## src/frame_presentation_pacer_core_macros.svh

```systemverilog
// Assertion macros shared by the frame presentation pacer RTL.
`ifndef FRAME_PRESENTATION_PACER_CORE_MACROS_SVH
`define FRAME_PRESENTATION_PACER_CORE_MACROS_SVH

// Same-cycle implication, disabled while reset is asserted.
`define FPP_ASSERT_SAME(label, clk, rst_n, ante, cons, msg) \
    label: assert property (@(posedge clk) disable iff (!rst_n) (ante) |-> (cons)) \
        else $error(msg);

// Next-cycle implication, disabled while reset is asserted.
`define FPP_ASSERT_NEXT(label, clk, rst_n, ante, cons, msg) \
    label: assert property (@(posedge clk) disable iff (!rst_n) (ante) |=> (cons)) \
        else $error(msg);

`endif

```

## src/fpp_pkg.sv

```systemverilog
// Types and constants shared by the frame presentation pacer modules.
`timescale 1ns / 1ps

package fpp_pkg;

    localparam int STAMP_BITS = 32;
    localparam int CLOCK_BITS = 48;
    localparam int WAIT_BITS  = 32;
    localparam int COST_BITS  = 20;

    localparam int CFG_INDEX_W = 3;
    localparam int CFG_DATA_W  = 24;

    localparam logic [CFG_INDEX_W-1:0] CFG_INITIAL_COST = 3'd0;
    localparam logic [CFG_INDEX_W-1:0] CFG_FALLBACK     = 3'd1;
    localparam logic [CFG_INDEX_W-1:0] CFG_COST_LIMIT   = 3'd2;
    localparam logic [CFG_INDEX_W-1:0] CFG_LATE_LIMIT   = 3'd3;
    localparam logic [CFG_INDEX_W-1:0] CFG_MIN_STEP     = 3'd4;
    localparam logic [CFG_INDEX_W-1:0] CFG_MAX_STEP     = 3'd5;

    localparam logic [1:0] ACT_FRAME   = 2'd0;
    localparam logic [1:0] ACT_WAKE    = 2'd1;
    localparam logic [1:0] ACT_RESTART = 2'd2;

    localparam logic [1:0] MODE_PACED    = 2'd0;
    localparam logic [1:0] MODE_REANCHOR = 2'd1;
    localparam logic [1:0] MODE_FALLBACK = 2'd2;

    localparam logic [16:0] RST_INITIAL_COST = 17'd3000;
    localparam logic [19:0] RST_FALLBACK     = 20'd17000;
    localparam logic [19:0] RST_COST_LIMIT   = 20'd100000;
    localparam logic [23:0] RST_LATE_LIMIT   = 24'd250000;
    localparam logic [9:0]  RST_MIN_STEP     = 10'd2;
    localparam logic [15:0] RST_MAX_STEP     = 16'd1000;

    typedef struct packed {
        logic [1:0]            action;
        logic [STAMP_BITS-1:0] frame_time_ms;
        logic [CLOCK_BITS-1:0] clock_now_us;
    } t_in_item;

    typedef struct packed {
        logic [WAIT_BITS-1:0] wait_us;
        logic [1:0]           pacing_mode;
        logic [COST_BITS-1:0] cost_estimate_us;
    } t_out_item;

    typedef struct packed {
        logic [16:0] initial_cost_us;
        logic [19:0] fallback_wait_us;
        logic [19:0] cost_limit_us;
        logic [23:0] late_limit_us;
        logic [9:0]  min_step_ms;
        logic [15:0] max_step_ms;
    } t_cfg;

    typedef struct packed {
        logic full;
        logic empty;
    } t_q_status;

endpackage

```

## src/fpp_cfg_regs.sv

```systemverilog
// Configuration register file of the frame presentation pacer.
`timescale 1ns / 1ps

module fpp_cfg_regs
    import fpp_pkg::*;
(
    input  logic                   i_clk,
    input  logic                   i_rst_n,
    input  logic                   i_wr_en,
    input  logic [CFG_INDEX_W-1:0] i_wr_index,
    input  logic [CFG_DATA_W-1:0]  i_wr_data,
    output t_cfg                   o_cfg
);

    t_cfg r_cfg;

    always_ff @(posedge i_clk) begin
        if (!i_rst_n) begin
            r_cfg.initial_cost_us  <= RST_INITIAL_COST;
            r_cfg.fallback_wait_us <= RST_FALLBACK;
            r_cfg.cost_limit_us    <= RST_COST_LIMIT;
            r_cfg.late_limit_us    <= RST_LATE_LIMIT;
            r_cfg.min_step_ms      <= RST_MIN_STEP;
            r_cfg.max_step_ms      <= RST_MAX_STEP;
        end else if (i_wr_en) begin
            unique case (i_wr_index)
                CFG_INITIAL_COST: r_cfg.initial_cost_us  <= i_wr_data[16:0];
                CFG_FALLBACK:     r_cfg.fallback_wait_us <= i_wr_data[19:0];
                CFG_COST_LIMIT:   r_cfg.cost_limit_us    <= i_wr_data[19:0];
                CFG_LATE_LIMIT:   r_cfg.late_limit_us    <= i_wr_data[23:0];
                CFG_MIN_STEP:     r_cfg.min_step_ms      <= i_wr_data[9:0];
                CFG_MAX_STEP:     r_cfg.max_step_ms      <= i_wr_data[15:0];
                default: begin
                end
            endcase
        end
    end

    assign o_cfg = r_cfg;

endmodule

```

## src/fpp_pace_step.sv

```systemverilog
// Pacing state and the combinational computation of one item's result.
`timescale 1ns / 1ps

module fpp_pace_step
    import fpp_pkg::*;
(
    input  logic      i_clk,
    input  logic      i_rst_n,
    input  logic      i_go,
    input  t_in_item  i_item,
    input  t_cfg      i_cfg,
    output t_out_item o_result
);

    localparam int SPAN_W = STAMP_BITS + 1;
    localparam int MUL_W  = SPAN_W + 10;
    localparam int TGT_W  = ((CLOCK_BITS > MUL_W) ? CLOCK_BITS : MUL_W) + 1;

    logic [STAMP_BITS-1:0] r_prev_frame, n_prev_frame;
    logic                  r_frame_valid, n_frame_valid;
    logic [STAMP_BITS-1:0] r_anchor_frame, n_anchor_frame;
    logic [CLOCK_BITS-1:0] r_anchor_wall, n_anchor_wall;
    logic                  r_anchor_valid, n_anchor_valid;
    logic [CLOCK_BITS-1:0] r_prev_wake, n_prev_wake;
    logic                  r_wake_valid, n_wake_valid;
    logic [COST_BITS-1:0]  r_avg, n_avg;

    logic [STAMP_BITS-1:0] ts;
    logic [CLOCK_BITS-1:0] now;
    logic [STAMP_BITS-1:0] step;
    logic                  in_range;
    logic [CLOCK_BITS-1:0] cost;
    logic                  cost_ok;
    logic [COST_BITS+1:0]  cost_sum;
    logic [COST_BITS-1:0]  avg_new;
    logic [STAMP_BITS-1:0] base;
    logic [CLOCK_BITS-1:0] wall;
    logic [STAMP_BITS+1:0] span_raw;
    logic [SPAN_W-1:0]     span;
    logic [MUL_W-1:0]      span_prod;
    logic [MUL_W-1:0]      step_prod;
    logic [TGT_W-1:0]      target;
    logic [TGT_W-1:0]      target_re;
    logic [TGT_W:0]        late_bound;
    logic                  is_late;
    logic [TGT_W-1:0]      wake;
    logic [TGT_W-1:0]      wait_full;
    logic [WAIT_BITS-1:0]  wait_sat;

    function automatic logic [TGT_W-1:0] less_cost(
        input logic [TGT_W-1:0]     tgt,
        input logic [COST_BITS-1:0] avg
    );
        logic [TGT_W-1:0] avg_ext;
        avg_ext = TGT_W'(avg);
        return (tgt > avg_ext) ? tgt - avg_ext : tgt;
    endfunction

    function automatic logic [MUL_W-1:0] times_1000(input logic [MUL_W-1:0] x);
        return (x << 10) - (x << 4) - (x << 3);
    endfunction

    assign ts   = i_item.frame_time_ms;
    assign now  = i_item.clock_now_us;
    assign step = ts - r_prev_frame;

    assign in_range = r_frame_valid && (ts > r_prev_frame)
                   && (step >= STAMP_BITS'(i_cfg.min_step_ms))
                   && (step <= STAMP_BITS'(i_cfg.max_step_ms));

    // Decode cost is the time from the last wake to this arrival.
    assign cost     = now - r_prev_wake;
    assign cost_ok  = r_wake_valid && (now > r_prev_wake)
                   && (cost <= CLOCK_BITS'(i_cfg.cost_limit_us));
    assign cost_sum = {1'b0, r_avg, 1'b0} + (COST_BITS+2)'(r_avg)
                    + (COST_BITS+2)'(cost[COST_BITS-1:0]);
    assign avg_new  = cost_ok ? cost_sum[COST_BITS+1:2] : r_avg;

    // An unanchored stream anchors at this frame before the target is formed.
    assign base = r_anchor_valid ? r_anchor_frame : ts;
    assign wall = r_anchor_valid ? r_anchor_wall : now;

    // Stream span is ts + step - base, clamped at zero.
    assign span_raw = {2'b00, ts} + {2'b00, step} - {2'b00, base};
    assign span     = span_raw[STAMP_BITS+1] ? '0 : span_raw[SPAN_W-1:0];

    assign span_prod  = times_1000(MUL_W'(span));
    assign step_prod  = times_1000(MUL_W'(step));
    assign target     = TGT_W'(wall) + TGT_W'(span_prod);
    assign target_re  = TGT_W'(now) + TGT_W'(step_prod);
    assign late_bound = (TGT_W+1)'(target) + (TGT_W+1)'(i_cfg.late_limit_us);
    assign is_late    = (TGT_W+1)'(now) > late_bound;

    assign wake      = is_late ? less_cost(target_re, avg_new) : less_cost(target, avg_new);
    assign wait_full = (wake > TGT_W'(now)) ? wake - TGT_W'(now) : '0;
    assign wait_sat  = (|wait_full[TGT_W-1:WAIT_BITS]) ? '1 : wait_full[WAIT_BITS-1:0];

    always_comb begin
        o_result.wait_us          = in_range ? wait_sat : WAIT_BITS'(i_cfg.fallback_wait_us);
        o_result.pacing_mode      = in_range ? (is_late ? MODE_REANCHOR : MODE_PACED)
                                             : MODE_FALLBACK;
        o_result.cost_estimate_us = in_range ? avg_new : r_avg;
    end

    always_comb begin
        n_prev_frame   = r_prev_frame;
        n_frame_valid  = r_frame_valid;
        n_anchor_frame = r_anchor_frame;
        n_anchor_wall  = r_anchor_wall;
        n_anchor_valid = r_anchor_valid;
        n_prev_wake    = r_prev_wake;
        n_wake_valid   = r_wake_valid;
        n_avg          = r_avg;
        if (i_go) begin
            unique case (i_item.action)
                ACT_FRAME: begin
                    n_prev_frame  = ts;
                    n_frame_valid = 1'b1;
                    if (in_range) begin
                        n_avg = avg_new;
                        if (is_late || !r_anchor_valid) begin
                            n_anchor_wall  = now;
                            n_anchor_frame = ts;
                        end
                        n_anchor_valid = 1'b1;
                    end else begin
                        n_anchor_wall  = '0;
                        n_anchor_frame = '0;
                        n_anchor_valid = 1'b0;
                    end
                end
                ACT_WAKE: begin
                    n_prev_wake  = now;
                    n_wake_valid = 1'b1;
                end
                ACT_RESTART: begin
                    n_prev_frame   = '0;
                    n_frame_valid  = 1'b0;
                    n_anchor_frame = '0;
                    n_anchor_wall  = '0;
                    n_anchor_valid = 1'b0;
                    n_prev_wake    = '0;
                    n_wake_valid   = 1'b0;
                    n_avg          = COST_BITS'(i_cfg.initial_cost_us);
                end
                default: begin
                end
            endcase
        end
    end

    always_ff @(posedge i_clk) begin
        if (!i_rst_n) begin
            r_prev_frame   <= '0;
            r_frame_valid  <= 1'b0;
            r_anchor_frame <= '0;
            r_anchor_wall  <= '0;
            r_anchor_valid <= 1'b0;
            r_prev_wake    <= '0;
            r_wake_valid   <= 1'b0;
            r_avg          <= COST_BITS'(RST_INITIAL_COST);
        end else begin
            r_prev_frame   <= n_prev_frame;
            r_frame_valid  <= n_frame_valid;
            r_anchor_frame <= n_anchor_frame;
            r_anchor_wall  <= n_anchor_wall;
            r_anchor_valid <= n_anchor_valid;
            r_prev_wake    <= n_prev_wake;
            r_wake_valid   <= n_wake_valid;
            r_avg          <= n_avg;
        end
    end

endmodule

```

## src/fpp_out_queue.sv

```systemverilog
// Two-entry result queue that decouples the result stage from the receiver.
`timescale 1ns / 1ps

module fpp_out_queue
    import fpp_pkg::*;
(
    input  logic      i_clk,
    input  logic      i_rst_n,
    input  logic      i_push,
    input  t_out_item i_data,
    input  logic      i_pop,
    output logic      o_valid,
    output t_out_item o_data,
    output t_q_status o_status
);

    t_out_item  r_slot [2];
    logic       r_wr_ptr, n_wr_ptr;
    logic       r_rd_ptr, n_rd_ptr;
    logic [1:0] r_count, n_count;

    always_comb begin
        n_wr_ptr = i_push ? ~r_wr_ptr : r_wr_ptr;
        n_rd_ptr = i_pop ? ~r_rd_ptr : r_rd_ptr;
        n_count  = r_count + 2'(i_push) - 2'(i_pop);
    end

    always_ff @(posedge i_clk) begin
        if (!i_rst_n) begin
            r_wr_ptr <= 1'b0;
            r_rd_ptr <= 1'b0;
            r_count  <= 2'd0;
        end else begin
            r_wr_ptr <= n_wr_ptr;
            r_rd_ptr <= n_rd_ptr;
            r_count  <= n_count;
        end
    end

    always_ff @(posedge i_clk) begin
        if (i_push) begin
            r_slot[r_wr_ptr] <= i_data;
        end
    end

    assign o_valid        = (r_count != 2'd0);
    assign o_data         = r_slot[r_rd_ptr];
    assign o_status.full  = (r_count == 2'd2);
    assign o_status.empty = (r_count == 2'd0);

endmodule

```

## src/frame_presentation_pacer_core.sv

```systemverilog
// Top level of the frame presentation pacer.
`timescale 1ns / 1ps
`include "frame_presentation_pacer_core_macros.svh"

// Usage:
// Items enter on the input channel (i_in_valid, o_in_stall, i_in_item): a frame
// arrival, a wake after waiting, or a clock restart. Each frame transaction gives
// exactly one result transaction on the output channel (o_out_valid, i_out_stall,
// o_out_item) with the wait, the pacing mode and the averaged decode cost; wake
// and restart items give none. Registers are written through i_cfg_valid,
// o_cfg_ready, i_cfg_index and i_cfg_data; ready is always high, and writes are
// expected only while no item is in flight.
// A frame is held in the input register and its result is written into the result
// queue, which offers it. Throughput: one item per cycle while o_in_stall is low.
// The whole pacing step for an item is combinational between the input register and
// the result queue, since every item reads the state that the previous item leaves.
// Reset clears all pacing state, loads the register defaults and sets the cost
// average to the default initial cost. A stalled receiver fills the two-entry
// result queue; once it is full, a frame waiting in the input register holds and
// o_in_stall rises, while wake and restart items keep flowing.

module frame_presentation_pacer_core
    import fpp_pkg::*;
(
    input  logic                   i_clk,
    input  logic                   i_rst_n,
    input  logic                   i_in_valid,
    output logic                   o_in_stall,
    input  t_in_item               i_in_item,
    output logic                   o_out_valid,
    input  logic                   i_out_stall,
    output t_out_item              o_out_item,
    input  logic                   i_cfg_valid,
    output logic                   o_cfg_ready,
    input  logic [CFG_INDEX_W-1:0] i_cfg_index,
    input  logic [CFG_DATA_W-1:0]  i_cfg_data
);

    logic      r_in_valid;
    t_in_item  r_in_item;
    t_cfg      cfg;
    t_out_item result;
    t_q_status q_status;
    logic      is_frame;
    logic      go;
    logic      push;
    logic      pop;

    assign o_cfg_ready = 1'b1;

    fpp_cfg_regs u_cfg_regs (
        .i_clk      (i_clk),
        .i_rst_n    (i_rst_n),
        .i_wr_en    (i_cfg_valid && o_cfg_ready),
        .i_wr_index (i_cfg_index),
        .i_wr_data  (i_cfg_data),
        .o_cfg      (cfg)
    );

    // Only a frame needs room in the result queue; other items always advance.
    assign is_frame   = (r_in_item.action == ACT_FRAME);
    assign o_in_stall = r_in_valid && is_frame && q_status.full;
    assign go         = r_in_valid && !o_in_stall;
    assign push       = go && is_frame;
    assign pop        = o_out_valid && !i_out_stall;

    always_ff @(posedge i_clk) begin
        if (!i_rst_n) begin
            r_in_valid <= 1'b0;
        end else if (!o_in_stall) begin
            r_in_valid <= i_in_valid;
        end
    end

    always_ff @(posedge i_clk) begin
        if (!o_in_stall && i_in_valid) begin
            r_in_item <= i_in_item;
        end
    end

    fpp_pace_step u_pace_step (
        .i_clk    (i_clk),
        .i_rst_n  (i_rst_n),
        .i_go     (go),
        .i_item   (r_in_item),
        .i_cfg    (cfg),
        .o_result (result)
    );

    fpp_out_queue u_out_queue (
        .i_clk    (i_clk),
        .i_rst_n  (i_rst_n),
        .i_push   (push),
        .i_data   (result),
        .i_pop    (pop),
        .o_valid  (o_out_valid),
        .o_data   (o_out_item),
        .o_status (q_status)
    );

    `FPP_ASSERT_NEXT(a_frame_gives_result, i_clk, i_rst_n, push, o_out_valid, "frame result not offered")
    `FPP_ASSERT_SAME(a_no_push_when_full, i_clk, i_rst_n, q_status.full, !push, "push into full queue")
    `FPP_ASSERT_NEXT(a_pop_frees_slot, i_clk, i_rst_n, pop && !push, !q_status.full, "queue still full after pop")

endmodule
```

## config.mk

```make
export PLATFORM = sky130hd
export DESIGN_NAME = frame_presentation_pacer_core
export DESIGN_NICKNAME = d
export VERILOG_FILES = /design/src/fpp_pkg.sv /design/src/fpp_cfg_regs.sv /design/src/fpp_pace_step.sv /design/src/fpp_out_queue.sv /design/src/frame_presentation_pacer_core.sv
export VERILOG_INCLUDE_DIRS = /design/src /design/src/src
export SDC_FILE = /design/constraint.sdc
export NUM_CORES = 2
export LEC_CHECK = 0
export ABC_AREA = 1
export BUFFER_PORTS_ARGS = -buffer_cell sky130_fd_sc_hd__clkbuf_2
export CAP_MARGIN = 20
export CORE_ASPECT_RATIO = 1.25
export CORE_MARGIN = 10
export CORE_UTILIZATION = 54
export CTS_CLUSTER_SIZE = 30
export DETAILED_ROUTE_END_ITERATION = 16
export HOLD_SLACK_MARGIN = 0.12
export PLACE_DENSITY_LB_ADDON = 0.25
export SYNTH_ARGS = -nofsm -noshare
export SYNTH_HDL_FRONTEND = slang
export SYNTH_SLANG_ARGS = --single-unit
```

## constraint.sdc

```tcl
create_clock -name i_clk -period 13.8 [get_ports i_clk]
set_clock_uncertainty 0.05 [all_clocks]
set_input_delay 0.69 -clock i_clk [delete_from_list [all_inputs] [get_ports i_clk]]
set_output_delay 0.69 -clock i_clk [all_outputs]
set_load 0.02 [all_outputs]
```

==> impl_metrics.json <==
{
  "cp_bufs_invs": 24,
  "violations": "setup timing",
  "final_net_count": 10600,
  "drtPass1Iterations": 8,
  "post_synthesis_sequential_element_count": 486,
  "clk_pin_slew_worst_paths_ns": 0.07,
  "worstMarginPinSlew_ns": 1.17,
  "dominantRegCellSynth": "sky130_fd_sc_hd__dfxtp_1",
  "layout-drive-gt1-share_pct": 24.0,
  "routed_wire_length_per_instance_um": 24.1,
  "via_count_of_the_first_global_routing_pass": 63600,
  "maximum_number_of_pins_on_one_net_before_global_route_repair": 113,
  "critPathKind": "flop to flop",
  "min_path_type": "primary input to flop",
  "cts_max_path_buffers": 3,
  "pin_count": 171,
  "clock-root-buffer": "sky130_fd_sc_hd__clkbuf_16",
  "rsz0062_at_grt": "yes",
  "final_hold_viol_count": 0,
  "synth_cell_types": 62,
  "critical_path_required_ns": 14.18,
  "critical_path_s_largest_stage_delay_ns": 0.43,
  "critical_path.startpoint_type": "flop",
  "register_area_um2": 11600,
  "core-area_um2": 100000,
  "number_of_clock_buffers_inserted_by_tritoncts": 54,
  "finalMaxSlewViolations": 0,
  "fp.dieW_um": 304,
  "cp-end-kind": "flop",
  "gp_congestion": 1.12,
  "wire_length_of_the_first_global_routing_pass_um": 378000,
  "hold-path-cell-count": 1,
  "ys_seq_area_share_pct": 21.4,
  "clock_insertion_delay_worst_skew_ns": 0.71,
  "synth-edff-count": 190,
  "number_of_antenna_violations_at_the_first_check_in_global_routing": 15,
  "period_needed_ns": 16.17,
  "cp.depth": 107,
  "cts.sink_count": 486,
  "grt_overflow": 0,
  "reg2reg_slack_ns": -2.37,
  "die_y_um": 375,
  "timing.reg2reg.worst_path_depth": 107,
  "grt_util_all_layers_pct": 43.1,
  "drt-initial-drc-count": 7895,
  "post_synth.cell_area_avg_um2": 6.54,
  "final_core_occ_pct": 72.0,
  "numPortBuffers": 169,
  "design.die.area_um2": 114000,
  "fin_crit_sh_pct": 117,
  "run_status": "finished, violations left",
  "number_of_drc_violations_after_detailed_routing": 0,
  "fillerInstances": 8040,
  "core.rowCount": 130,
  "timing.critical_path.mode_cell": "sky130_fd_sc_hd__nand2_1",
  "reg_to_reg_startpoint": "r_in_item[49]",
  "hold_path_end": "r_in_item[1]",
  "fin_hold_ws_ns": 0.126,
  "timing.final.ws_setup_ns": -2.37,
  "finalSetupViolCount": 103,
  "asyncSetResetFlopFracSynth_pct": 0,
  "maxSlewHeadroom_pct": 21.9,
  "crit_slowest_cell": "sky130_fd_sc_hd__fa_1",
  "syn-cell-area_um2": 54400,
  "total_routed_wirelength_um": 271000,
  "cts_htree_levels": 2,
  "crit_path_max_fanout": 13,
  "initial_utilization_pct": 54.3,
  "number_of_warning_messages_in_the_yosys_log": 0,
  "cap_viol_max_count": 0,
  "synth.net_count": 9077,
  "multi_input_gate_area_in_the_final_layout_um2": 39900,
  "cts_tree": "done",
  "syn2layout_area_growth_pct": 32.5,
  "postSynthCellCount": 8321,
  "detailroute.via_count": 67100,
  "critical_path.top_delay_family": "simple AND/OR/NAND/NOR gates",
  "rr_endpoint": "u_out_queue.r_slot[1][27]",
  "timing.critical_path.arrival_ns": 16.55,
  "timing.hold.worst.start": "i_in_item[1]",
  "dp_hpwl_um": 204000,
  "max_freq_mhz": 61.8,
  "final_antenna_net_count": 0,
  "routed_via_density": 5.99
}
[Yosys cell counts (all sizes together) (7+ instances only)]
master,instances,area (um^2)
o21a,34,255
inv,1237,4640
dfxtp,296,5930
mux2,54,608
clkbuf,125,469
xor2,260,2280
nor2,778,3000
o21ai,523,2660
nand3,475,2400
o21bai,37,278
edfxtp,190,5710
fa,81,1620
mux2i,31,310
nand3b,14,105
xnor2,127,1110
nand4,112,716
nor4,28,175
a21oi,861,4450
nand2,2096,7980
and3,16,100
a211oi,7,52.6
buf,45,318
a21o,36,270
ha,561,7020
o2111ai,8,70.1
or2,34,213
a31oi,59,369
o211ai,52,390
nor3,72,370
a21boi,36,270
[registers in the layout, summed over array words and instances (netlist names), named ones only]
register	flops
u_pace_step.r_wake_valid	1
r_in_item	82
u_out_queue.r_rd_ptr	1
u_pace_step.r_anchor_wall	48
u_pace_step.r_frame_valid	1
u_out_queue.r_count	2
u_cfg_regs.o_cfg	107
u_pace_step.r_prev_wake	48
u_pace_step.r_anchor_frame	32
u_pace_step.r_avg	20
u_pace_step.r_prev_frame	32
u_out_queue.r_wr_ptr	1
u_out_queue.r_slot	108
r_in_valid	1
u_pace_step.r_anchor_valid	1
[cell families after synthesis]
kind of cell / synth area share (%)
XOR/XNOR: 6.23
AND/OR/NAND/NOR: 27.8
buffers and inverters: 10.0
adder cells (fa/ha/maj): 15.9
multiplexers: 1.69
other: 0.00689
AO/OA/AOI/OAI: 17.1
flip-flops: 21.4
[area by class of cell]
class	count	area share, %
sequential	486	16.1
inverter	1241	6.48
tap	1320	2.29
timing repair buffer	1634	17.1
antenna	7	0.0243
clock inverter	32	0.585
multi-input combinational	6426	55.3
clock buffer	70	2.02
[metal layers]
metal	up-vias	wire, um	part of all wire, %	track usage, %
met5	-	114	0.042	0
met1	30800	92000	34	48.0
met3	1451	31600	12	10.8
met4	10	30200	11	36.1
li1	30400	-	-	-
met2	4463	117000	43	68.9
[worst max-delay path by stage]
stage | start | to | slack, ns
2_1_floorplan | r_in_item[49] | u_out_queue.r_slot[0][32] | 0.009
3_3_place_gp | r_in_item[49] | u_out_queue.r_slot[0][28] | -2.07
3_5_place_dp | r_in_item[49] | u_out_queue.r_slot[0][31] | -2.54
4_1_cts | r_in_item[49] | u_out_queue.r_slot[1][45] | -1.33
5_1_grt | r_in_item[49] | u_out_queue.r_slot[0][27] | -3.05
6_report | r_in_item[49] | u_out_queue.r_slot[1][27] | -2.37
[layout by cell type (no fill, tap or decap), types with 168 or more instances in the layout]
| cell type | synthesis | routed |
|---|---|---|
| sky130_fd_sc_hd__dfxtp_1 | 296 | 293 |
| sky130_fd_sc_hd__xor2_1 | 260 | 248 |
| sky130_fd_sc_hd__nor2_1 | 755 | 690 |
| sky130_fd_sc_hd__nand2_1 | 2057 | 1948 |
| sky130_fd_sc_hd__clkbuf_2 | 0 | 168 |
| sky130_fd_sc_hd__buf_4 | 4 | 1371 |
| sky130_fd_sc_hd__ha_1 | 561 | 511 |
| sky130_fd_sc_hd__nand3_1 | 470 | 448 |
| sky130_fd_sc_hd__o21ai_0 | 495 | 429 |
| sky130_fd_sc_hd__edfxtp_1 | 190 | 190 |
| sky130_fd_sc_hd__a21oi_1 | 823 | 754 |
| sky130_fd_sc_hd__inv_1 | 1215 | 1177 |
[through the flow]
step | cells | setup TNS (ns) | area [um^2] | worst slack, ns
6_report | 11200 | -146.31 | 72100 | -2.37
3_5_place_dp | 10900 | -157.74 | 66600 | -2.54
2_1_floorplan | 8321 | 0 | 55000 | 0.00925
3_3_place_gp | 10900 | -128.81 | 66600 | -2.07
4_1_cts | 11200 | -80.86 | 70300 | -1.33
5_1_grt | 11200 | -233.28 | 72100 | -3.05
[timing repair]
item                       4_1_cts  5_1_grt
hold endpoints to repair        57        0
setup endpoints to repair      106      144
pin swaps                       95      147
gates cloned                     3        4
gates resized for setup        205      342
buffers inserted                47       56
hold buffers                    57        0
Power is not shown: default switching activity piles up to over one toggle a cycle in this logic, so the estimate is an artifact.
